<file path="config.mk">
export PLATFORM = sky130hd
export DESIGN_NAME = ln_ctrl
export DESIGN_NICKNAME = d
export VERILOG_FILES = /design/src/rtl/ln_pkg.sv /design/src/rtl/ln_ctrl.sv
export SDC_FILE = /design/constraint.sdc
export NUM_CORES = 1
export LEC_CHECK = 0
export BUFFER_PORTS_ARGS = -buffer_cell sky130_fd_sc_hd__buf_2
export CORE_ASPECT_RATIO = 1.75
export CORE_MARGIN = 1
export CORE_UTILIZATION = 55
export DETAILED_ROUTE_END_ITERATION = 12
export HOLD_SLACK_MARGIN = 0.08
export PLACE_DENSITY = 0.91
export SLEW_MARGIN = 15
export SYNTH_ARGS = -nofsm -noshare
export SYNTH_HDL_FRONTEND = slang
export SYNTH_SLANG_ARGS = --single-unit
</file>
<file path="constraint.sdc">
create_clock -name i_clk -period 11.75 [get_ports i_clk]
set_clock_uncertainty 0.1 [all_clocks]
set_input_delay 0.5875 -clock i_clk [delete_from_list [all_inputs] [get_ports i_clk]]
set_output_delay 0.5875 -clock i_clk [all_outputs]
set_load 0.02 [all_outputs]
</file>
<file path="src/rtl/ln_pkg.sv">
// Shared types and constants for the layer normalization block.
// Used by the controller, the datapath, the top level, the checker and the testbench.
package ln_pkg;

    // Field widths of the transaction payloads.
    localparam int CNT_W   = 7;   // feature count and fill count
    localparam int IDX_W   = 6;   // feature index on the ports
    localparam int DATA_W  = 16;  // sample, gain, offset and result

    // Datapath widths, sized for 16-bit samples and rows of up to 64 features.
    localparam int SUM_W   = 22;  // signed row sum
    localparam int D_W     = 24;  // signed n*x - sum
    localparam int SQ_W    = 48;  // square of one deviation
    localparam int ACC_W   = 52;  // sum of squared deviations
    localparam int N2_W    = 14;
    localparam int N3_W    = 21;
    localparam int V_W     = 34;  // variance plus eps, unsigned Q34.0
    localparam int RAD_W   = 50;  // radicand of the square root
    localparam int ROOT_W  = 25;  // root, unsigned Q17.8
    localparam int DEN_W   = 32;  // n times root
    localparam int PROD_W  = 40;  // deviation times gain
    localparam int DIVN_W  = 52;  // dividend of the shared divider
    localparam int RES_W   = 56;  // term plus offset before saturation

    // Input opcodes.
    localparam logic OPC_PARAM  = 1'b0;
    localparam logic OPC_SAMPLE = 1'b1;

    // Register indexes on the configuration port.
    localparam logic REG_FEATURE_COUNT = 1'b0;
    localparam logic REG_EPS_VALUE     = 1'b1;

    // Datapath operations issued by the controller.
    typedef enum logic [3:0] {
        OP_NONE,
        OP_CLR,
        OP_SUM,
        OP_DEV,
        OP_SQ,
        OP_ACC,
        OP_N2,
        OP_N3,
        OP_VDIV,
        OP_VEPS,
        OP_SQRT,
        OP_DEN,
        OP_NUM,
        OP_TDIV,
        OP_OUT
    } t_op;

    // Controller states.
    typedef enum logic [4:0] {
        S_IDLE,
        S_SUM_RD,
        S_SUM_ACC,
        S_SQ_RD,
        S_SQ_DEV,
        S_SQ_MUL,
        S_SQ_ACC,
        S_N2,
        S_N3,
        S_VDIV,
        S_VDIV_W,
        S_VEPS,
        S_SQRT,
        S_SQRT_W,
        S_DEN,
        S_T_RD,
        S_T_DEV,
        S_T_NUM,
        S_T_DIV,
        S_T_DIV_W,
        S_T_OUT
    } t_state;

    // Commands from the controller to the datapath.
    typedef struct packed {
        t_op              op;
        logic [IDX_W-1:0] addr;
        logic [CNT_W-1:0] n;
        logic             last;
        logic             wr_sample;
        logic             wr_param;
        logic [IDX_W-1:0] wr_addr;
    } t_cmd;

    // Status from the datapath to the controller.
    typedef struct packed {
        logic div_busy;
        logic div_done;
        logic sqrt_done;
        logic den_zero;
        logic out_free;
        logic out_valid;
    } t_status;

endpackage

</file>
<file path="src/rtl/ln_ctrl.sv">
// Controller: input acceptance, row fill count and the sequence of passes over
// a full row. Depends on ln_pkg; drives ln_datapath through t_cmd.
module ln_ctrl #(
    parameter int MAX_FEATURES = 64
) (
    input  logic                     i_clk,
    input  logic                     i_rst_n,
    input  logic [ln_pkg::CNT_W-1:0] i_feature_count,
    input  logic                     i_in_valid,
    output logic                     o_in_stall,
    input  logic                     i_opcode,
    input  logic [ln_pkg::IDX_W-1:0] i_feature_index,
    output ln_pkg::t_cmd             o_cmd,
    input  ln_pkg::t_status          i_status
);
    import ln_pkg::*;

    t_state           r_state, n_state;
    logic [CNT_W-1:0] r_fill, n_fill;
    logic [CNT_W-1:0] r_j, n_j;
    logic [CNT_W-1:0] r_n;
    logic [CNT_W-1:0] n_eff;
    logic [CNT_W-1:0] fill_base;
    logic [CNT_W-1:0] fill_inc;
    logic             accept;
    logic             j_last;

    // Effective feature count: zero acts as one, large values clamp.
    always_comb begin
        priority if (i_feature_count == '0) begin
            n_eff = CNT_W'(1);
        end else if (i_feature_count > CNT_W'(MAX_FEATURES)) begin
            n_eff = CNT_W'(MAX_FEATURES);
        end else begin
            n_eff = i_feature_count;
        end
    end

    // A partial row left over from a larger count is dropped once it holds at least the new count.
    assign fill_base = (r_fill >= n_eff) ? '0 : r_fill;
    assign fill_inc  = fill_base + 1'b1;
    assign accept    = i_in_valid && (r_state == S_IDLE);
    assign j_last    = (r_j == r_n - 1'b1);

    // Next state and commands.
    always_comb begin
        n_state         = r_state;
        n_fill          = r_fill;
        n_j             = r_j;
        o_cmd.op        = OP_NONE;
        o_cmd.addr      = r_j[IDX_W-1:0];
        o_cmd.n         = r_n;
        o_cmd.last      = j_last;
        o_cmd.wr_sample = 1'b0;
        o_cmd.wr_param  = 1'b0;
        o_cmd.wr_addr   = i_feature_index;
        o_in_stall      = (r_state != S_IDLE);
        unique case (r_state)
            S_IDLE: begin
                o_cmd.op = OP_CLR;
                if (accept && i_opcode == OPC_PARAM) begin
                    o_cmd.wr_param = ({1'b0, i_feature_index} < CNT_W'(MAX_FEATURES));
                end else if (accept) begin
                    o_cmd.wr_sample = 1'b1;
                    o_cmd.wr_addr   = fill_base[IDX_W-1:0];
                    if (fill_inc == n_eff) begin
                        n_fill  = '0;
                        n_j     = '0;
                        n_state = S_SUM_RD;
                    end else begin
                        n_fill = fill_inc;
                    end
                end
            end
            S_SUM_RD: n_state = S_SUM_ACC;
            S_SUM_ACC: begin
                o_cmd.op = OP_SUM;
                if (j_last) begin
                    n_j     = '0;
                    n_state = S_SQ_RD;
                end else begin
                    n_j     = r_j + 1'b1;
                    n_state = S_SUM_RD;
                end
            end
            S_SQ_RD: n_state = S_SQ_DEV;
            S_SQ_DEV: begin
                o_cmd.op = OP_DEV;
                n_state  = S_SQ_MUL;
            end
            S_SQ_MUL: begin
                o_cmd.op = OP_SQ;
                n_state  = S_SQ_ACC;
            end
            S_SQ_ACC: begin
                o_cmd.op = OP_ACC;
                if (j_last) begin
                    n_j     = '0;
                    n_state = S_N2;
                end else begin
                    n_j     = r_j + 1'b1;
                    n_state = S_SQ_RD;
                end
            end
            S_N2: begin
                o_cmd.op = OP_N2;
                n_state  = S_N3;
            end
            S_N3: begin
                o_cmd.op = OP_N3;
                n_state  = S_VDIV;
            end
            S_VDIV: begin
                o_cmd.op = OP_VDIV;
                n_state  = S_VDIV_W;
            end
            S_VDIV_W: begin
                if (i_status.div_done) begin
                    n_state = S_VEPS;
                end
            end
            S_VEPS: begin
                o_cmd.op = OP_VEPS;
                n_state  = S_SQRT;
            end
            S_SQRT: begin
                o_cmd.op = OP_SQRT;
                n_state  = S_SQRT_W;
            end
            S_SQRT_W: begin
                if (i_status.sqrt_done) begin
                    n_state = S_DEN;
                end
            end
            S_DEN: begin
                o_cmd.op = OP_DEN;
                n_j      = '0;
                n_state  = S_T_RD;
            end
            S_T_RD: n_state = S_T_DEV;
            S_T_DEV: begin
                o_cmd.op = OP_DEV;
                n_state  = S_T_NUM;
            end
            S_T_NUM: begin
                o_cmd.op = OP_NUM;
                n_state  = S_T_DIV;
            end
            S_T_DIV: begin
                // A zero root skips the divide; the result is the offset alone.
                if (i_status.den_zero) begin
                    n_state = S_T_OUT;
                end else begin
                    o_cmd.op = OP_TDIV;
                    n_state  = S_T_DIV_W;
                end
            end
            S_T_DIV_W: begin
                if (i_status.div_done) begin
                    n_state = S_T_OUT;
                end
            end
            S_T_OUT: begin
                o_cmd.op = OP_OUT;
                if (i_status.out_free) begin
                    if (j_last) begin
                        n_state = S_IDLE;
                    end else begin
                        n_j     = r_j + 1'b1;
                        n_state = S_T_RD;
                    end
                end
            end
            default: n_state = S_IDLE;
        endcase
    end

    // State, fill count and feature counter.
    always_ff @(posedge i_clk) begin
        if (!i_rst_n) begin
            r_state <= S_IDLE;
            r_fill  <= '0;
            r_j     <= '0;
            r_n     <= CNT_W'(1);
        end else begin
            r_state <= n_state;
            r_fill  <= n_fill;
            r_j     <= n_j;
            if (r_state == S_IDLE) begin
                r_n <= n_eff;
            end
        end
    end

    // The feature counter stays inside the row while a row is processed.
    a_j_in_row: assert property (@(posedge i_clk) disable iff (!i_rst_n)
        (r_state != S_IDLE) |-> (r_j < r_n))
        else $error("feature counter left the row");

    // The shared divider is never restarted while it is still working.
    a_div_free: assert property (@(posedge i_clk) disable iff (!i_rst_n)
        (r_state == S_VDIV || (r_state == S_T_DIV && !i_status.den_zero))
        |-> !i_status.div_busy)
        else $error("divider started while busy");

    // A sample that fills the row starts the statistics pass.
    a_row_start: assert property (@(posedge i_clk) disable iff (!i_rst_n)
        (accept && i_opcode == OPC_SAMPLE && fill_inc == n_eff)
        |=> (r_state == S_SUM_RD))
        else $error("full row did not start processing");

    // A result handed to a free output slot shows up as a valid transaction.
    a_out_load: assert property (@(posedge i_clk) disable iff (!i_rst_n)
        (r_state == S_T_OUT && i_status.out_free) |=> i_status.out_valid)
        else $error("result lost at the output register");

endmodule

</file>
Yosys cells after proc, flatten, opt, wreduce, memory -nomap -nowiden
Index checks and enable logic that the tools add are counted.
{"block": "totals", "regBits": 26, "input_bits": 23, "output_inout_bits": 27}
{"block": "classes", "add_sub_neg": 3, "n_lt_le_gt_ge": 2, "eq_ne": 30, "n_mux": 31, "bitwise": 2, "reduce_logical": 11}
{"op": "5-bit one-hot mux with 21 select lines", "n": 1}
{"op": "7-bit two-way mux", "n": 10}
{"op": "4-bit one-hot mux with 14 select lines", "n": 1}
{"op": "5-bit by 4-bit == test with 1-bit output, second input constant", "n": 8}
{"op": "5-bit two-way mux", "n": 7}
{"op": "7-bit one-hot mux with 4 select lines", "n": 1}
{"op": "5-bit == test, second input constant", "n": 5}
{"op": "5-bit by 3-bit == test with 1-bit output, second input constant", "n": 4}
{"op": "2-bit inequality test, second input constant", "n": 8}
{"op": "7-bit by 1-bit adder with 7-bit output, second input constant", "n": 2}
{"op": "7-bit == test", "n": 2}
{"op": "6-bit two-way mux", "n": 2}
{"op": "5-bit by 2-bit == test with 1-bit output, second input constant", "n": 2}
{"op": "4-bit two-way mux", "n": 2}
{"op": "8-bit two-way mux", "n": 1}
{"op": "7-bit >= comparator", "n": 1}
{"op": "7-bit > comparator, second input constant", "n": 1}
{"op": "7-bit logical NOT", "n": 1}
{"op": "7-bit AND reduction", "n": 1}
{"op": "7-bit by 1-bit subtractor with 7-bit output, second input constant", "n": 1}
{"op": "3-bit two-way mux", "n": 2}
{"op": "6-bit AND reduction", "n": 1}
{"op": "5-bit by 1-bit == test with 1-bit output, second input constant", "n": 1}
{"op": "5-bit logical NOT", "n": 1}
{"op": "8 further kinds", "n": 13}

Longest topological paths before layout
{"block": "logic_depth", "word_depth": 11, "mapped_depth": 18}

Worst setup path before layout
No wires, ideal clock.
{"block": "synth_timing", "kind": "input-to-reg", "startpoint": "input i_feature_count[1] (netlist name)", "endpoint": "register r_state[0]", "setup_ns": 0.132, "arrival_ns": 4.047, "setup_slack_ns": 7.471, "path_stages": 18, "path_buffers": 1, "cell_sequence": "nor3_1 > a21oi_1 > nor2_1 > ha_1 > nor2b_1 > o21ai_1 > a21oi_1 > buf_2 > and2_1 > ha_1 > nand3_1 > o21a_1 > or2_1 > o311a_1 > or3_4 > or3_4 > a21oi_2 > a311oi_1"}
{"block": "synth_between", "elab_chain_len": 9}
{"element": "start: declaration", "line": "ln_ctrl.sv:8", "source": "input logic [ln_pkg::CNT_W-1:0] i_feature_count,"}
{"element": "7-bit > comparator", "line": "ln_ctrl.sv:32", "source": "end else if (i_feature_count > CNT_W'(MAX_FEATURES)) begin"}
{"element": "7-bit two-way mux", "line": "ln_ctrl.sv:32"}
{"element": "7-bit two-way mux (*)", "line": "ln_ctrl.sv:30", "source": "priority if (i_feature_count == '0) begin"}
{"element": "via n_eff[0]", "line": "ln_ctrl.sv:22", "source": "logic [CNT_W-1:0] n_eff;"}
{"element": "7-bit >= comparator", "line": "ln_ctrl.sv:40", "source": "assign fill_base = (r_fill >= n_eff) ? '0 : r_fill;"}
{"element": "7-bit two-way mux", "line": "ln_ctrl.sv:40"}
{"element": "7-bit by 1-bit adder with 7-bit output", "line": "ln_ctrl.sv:41", "source": "assign fill_inc = fill_base + 1'b1;"}
{"element": "7-bit == test (*)", "line": "ln_ctrl.sv:66", "source": "if (fill_inc == n_eff) begin"}
{"element": "2-bit inequality test (no line) (*)"}
{"element": "7-bit AND reduction (no line) (*)"}
{"element": "end signal: assignment", "line": "ln_ctrl.sv:186", "source": "r_state <= n_state;"}
{"element": "end: declaration", "line": "ln_ctrl.sv:18", "source": "t_state r_state, n_state;"}
The timed path passes the listed nets; every way through them passes the cells marked *.
A chain may end at the register's enable or synchronous reset.

Worst setup path in the final report
Ends and elaborated chain as after synthesis.

==> impl_metrics.csv <==
group,metric,value,unit
status,outcome,"finished, final reports clean",
sta,finalCritPeriodShare,0.4414,
power_and_ir_drop,p_sw_frac,0.4956,
global_route,grt_max_degree,23,
clock_network,root_buffer,"clkbuf_8",
sta,finalSetupViolCount,0,
setup_path,rr_endpoint,"r_state[0]",
die,ioPinCount,50,
die,start_util,0.5755,
yosys,ys_seq_area_frac,0.2035,
clock_network,postCtsSetupBuffers,0,
clock_network,cts_tree,"built",
global_route,overflow,0,
yosys,syn_area,2557,sq um
setup_path,slowest_stage,"a21oi_1",
final_layout,final_area,2793,sq um
sta,tightest_slew,0.8389,ns
placement,dp_hpwl,5.169,mm
placement,globalplace.congestion,0.9397,
die,die_y,92.21,um
placement,io_buffers,47,
drt,wirelength,7.156,mm
power_and_ir_drop,p_sw,0.2466,mW
clock_network,clk_pin_slew,0.09,ns
setup_path,cp_max_fo,12,
clock_network,worstSkewPairLatency,0.28,ns
die,rows,32,
clock_network,clk_path_buf_depth,2,
setup_path,path_cells,"buf_2 -> nor3_1 -> a21oi_1 -> nor2_1 -> ha_1 -> nor2b_1 -> o21ai_1 -> a21oi_1 -> nand2_1 -> inv_1 -> ha_1 -> nand3_1 -> xor2_1 -> o22ai_1 -> o311a_1 -> or3_4 -> or3_4 -> a21oi_2 -> a311oi_1",
power_and_ir_drop,p_clk_frac,0.151,
clock_network,ctsHoldBuffers,0,
setup_path,worstSetupStartpointType,"primary input",
min_path,min_path_type,"reg2reg",
yosys,synth_ff_type,"dfxtp_1",
final_layout,syn_to_final_growth,9.198,%
setup_path,worstPathRequired,11.80,ns
setup_path,worstReg2RegStart,"r_fill[2]",
clock_network,cts.repair.resized,0,
power_and_ir_drop,p_leak,1.171,nW
sta,slew_headroom,0.4407,
setup_path,end_kind,"flop",
die,die_w,53.55,um
setup_path,r2r_slack,6.84,ns
global_route,grt_pass1_wl,11.85,mm
drt,vias,2849,
drt,drc,0,
setup_path,cp.arrival,5.23,ns
yosys,yosys_register_bits,26,
min_path,min-delay-start,"r_fill[6]",
die,dieArea,4937,sq um
final_layout,drive_above_1_share,0.1684,
power_and_ir_drop,power_per_cell_area,178.1,nW/um^2
drt,detail-route-antenna-nets,0,
setup_path,critPathKind,"in2reg",
yosys,ys_warn_count,0,
clock_network,clock-sinks,26,
min_path,hold_depth,2,
sta,finalSetupTns,0,ns
power_and_ir_drop,ir_drop,0.1203,mV
power_and_ir_drop,p_int,0.2509,mW
yosys,synth_cell_type_count,64,
drt,wl_per_cell,16.15,um
final_layout,nFillCells,406,
final_layout,antenna_cells,0,
yosys,avgSynthCellArea,6.893,sq um
power_and_ir_drop,finalPower,0.4975,mW
global_route,antenna_found_initial,0,
placement,placed_cell_area,2716,sq um
global_route,grt_pass1_vias,2731,
drt,vias_per_cell,6.431,
die,design.core.area,4444,sq um
drt,drt_first_pass_iters,5,
yosys,syn_nets,404,
sta,rsz0062_at_grt,"no",
clock_network,htreeDepth,1,
global_route,gr-usage-all-layers,0.3099,
sta,slew_violations,0,
min_path,hold_end,"r_fill[6]",
drt,drtIter0Drc,133,
yosys,synth-edff-count,0,
sta,timing.fmax,0.1928,GHz
power_and_ir_drop,pwr-share-comb,0.578,
run,maxCapViolations,0,
sta,hold_viol,0,
power_and_ir_drop,seqPwrFrac,0.271,
clock_network,cts_buffers,3,
sta,min_period,5.186,ns
yosys,synthCells,371,
final_layout,layout.nets,426,
setup_path,critical-path-max-stage-delay,0.69,ns
yosys,async_reset_ff_frac,0,
setup_path,reg2reg_depth,15,
registers in the layout, indices dropped and copies added, names as in the netlist:
register and flops:
r_fill 7, r_j 7, r_state 5, r_n 7
kinds of logic after synthesis:
logic type                 synth area share
and+or+nand+nor                      0.3131
AOI/OAI and AO/OA                    0.2803
buffers and inverters               0.08121
DFF                                  0.2035
xor gates and xnor gates            0.06066
adders and majority gates           0.04892
muxes                               0.01223
critical path: cells and delay by family:
family                   cells  cell delay, ns
AO/OA/AOI/OAI                7            1.83
XOR/XNOR                     1            0.29
adder cells (fa/ha/maj)      2            0.55
buffers and inverters        2            0.23
AND/OR/NAND/NOR              7            1.74
layer usage:
| metal | track usage | routed length (um) | vias to the layer above |
|---|---|---|---|
| met1 | 0.3411 | 2683 | 1304 |
| met3 | 0.04975 | 433 | 41 |
| met2 | 0.5156 | 3663 | 137 |
| met4 | 0.2061 | 376 | 0 |
| li1 | - | - | 1367 |
| met5 | 0 | 0 | - |
power by group through the flow:
| stage | clock, mW | combinational, mW | sequential [mW] |
|---|---|---|---|
| 2_1_floorplan | 0 | 0.226 | 0.119 |
| 3_3_place_gp | 0 | 0.267 | 0.134 |
| 3_5_place_dp | 0 | 0.277 | 0.135 |
| 4_1_cts | 0.0762 | 0.282 | 0.133 |
| 5_1_grt | 0.0785 | 0.316 | 0.138 |
| 6_report | 0.0752 | 0.288 | 0.135 |
final cells by class:
cell class                 instances  area [sq um]  share of cell area
clock inverter                     1         30.03             0.01075
timing repair buffer              48         242.7             0.08692
multi-input combinational        298          1834              0.6568
sequential                        26         520.5              0.1864
tap                               51         63.81             0.02285
clock buffer                       3         41.29             0.01478
inverter                          16         60.06             0.02151
worst max path at each step:
stage / startpoint / end / cells after the start
after floorplan: i_feature_count[1] / r_state[0] / 18
after global placement: i_feature_count[1] / r_j[3] / 19
after detailed placement: i_feature_count[1] / r_state[0] / 19
after CTS: i_feature_count[1] / r_state[0] / 19
after global routing: i_feature_count[1] / r_state[0] / 19
final: i_feature_count[1] / r_state[0] / 19
synth_stat cells (2+ instances only):
| library cell | n | area share |
|---|---|---|
| nand2_1 | 56 | 0.082 |
| a21oi_1 | 32 | 0.063 |
| dfxtp_1 | 26 | 0.20 |
| o21ai_0 | 26 | 0.051 |
| nor2_1 | 24 | 0.035 |
| clkbuf_1 | 19 | 0.028 |
| inv_1 | 15 | 0.022 |
| nand3_1 | 13 | 0.025 |
| nor3_1 | 11 | 0.022 |
| ha_1 | 10 | 0.049 |
| xnor2_1 | 10 | 0.034 |
| or3_1 | 8 | 0.020 |
| buf_4 | 7 | 0.021 |
| and2_1 | 6 | 0.015 |
| nor3b_1 | 6 | 0.018 |
| nor4_1 | 6 | 0.015 |
| a21o_1 | 5 | 0.015 |
| nand2b_1 | 5 | 0.012 |
| o211ai_1 | 5 | 0.015 |
| o22ai_1 | 5 | 0.012 |
| xor2_1 | 5 | 0.017 |
| buf_2 | 4 | 0.0078 |
| nand4_1 | 4 | 0.0098 |
| nor2b_1 | 4 | 0.0098 |
| or2_2 | 4 | 0.0098 |
| a211o_1 | 3 | 0.010 |
| and3_1 | 3 | 0.0073 |
| a2111oi_0 | 2 | 0.0069 |
| a211oi_1 | 2 | 0.0059 |
| mux2i_1 | 2 | 0.0078 |
| nand3b_1 | 2 | 0.0059 |
| o21a_1 | 2 | 0.0059 |
| o21ai_1 | 2 | 0.0039 |
| o221ai_1 | 2 | 0.0069 |
| o311a_1 | 2 | 0.0078 |
| o31ai_1 | 2 | 0.0059 |
| o41ai_1 | 2 | 0.0069 |
| or2_1 | 2 | 0.0049 |
| or3_4 | 2 | 0.0088 |
cells in the final DEF, fill, tap and decap left out, drive strengths merged, types with 6 or more instances in the layout:
master	instances
inv	15
nand3	14
ha	10
or2	6
nor3	12
nor4	6
nor3b	6
buf	48
xnor2	10
nand2	56
or3	10
nor2	24
a21oi	33
o21ai	28
dfxtp	26
and2	6
stage by stage:
stage	worst slack, ns	util	instances	hold WS (ns)
global placement	6.556	0.6112	439	0.3996
global route	6.003	0.6284	443	0.4544
detailed placement	6.446	0.6112	439	0.4169
finish	6.564	0.6284	443	0.4307
CTS	6.678	0.6273	443	0.4305
floorplan	7.471	-	371	0.3625
(Power assumes the default switching activity.)
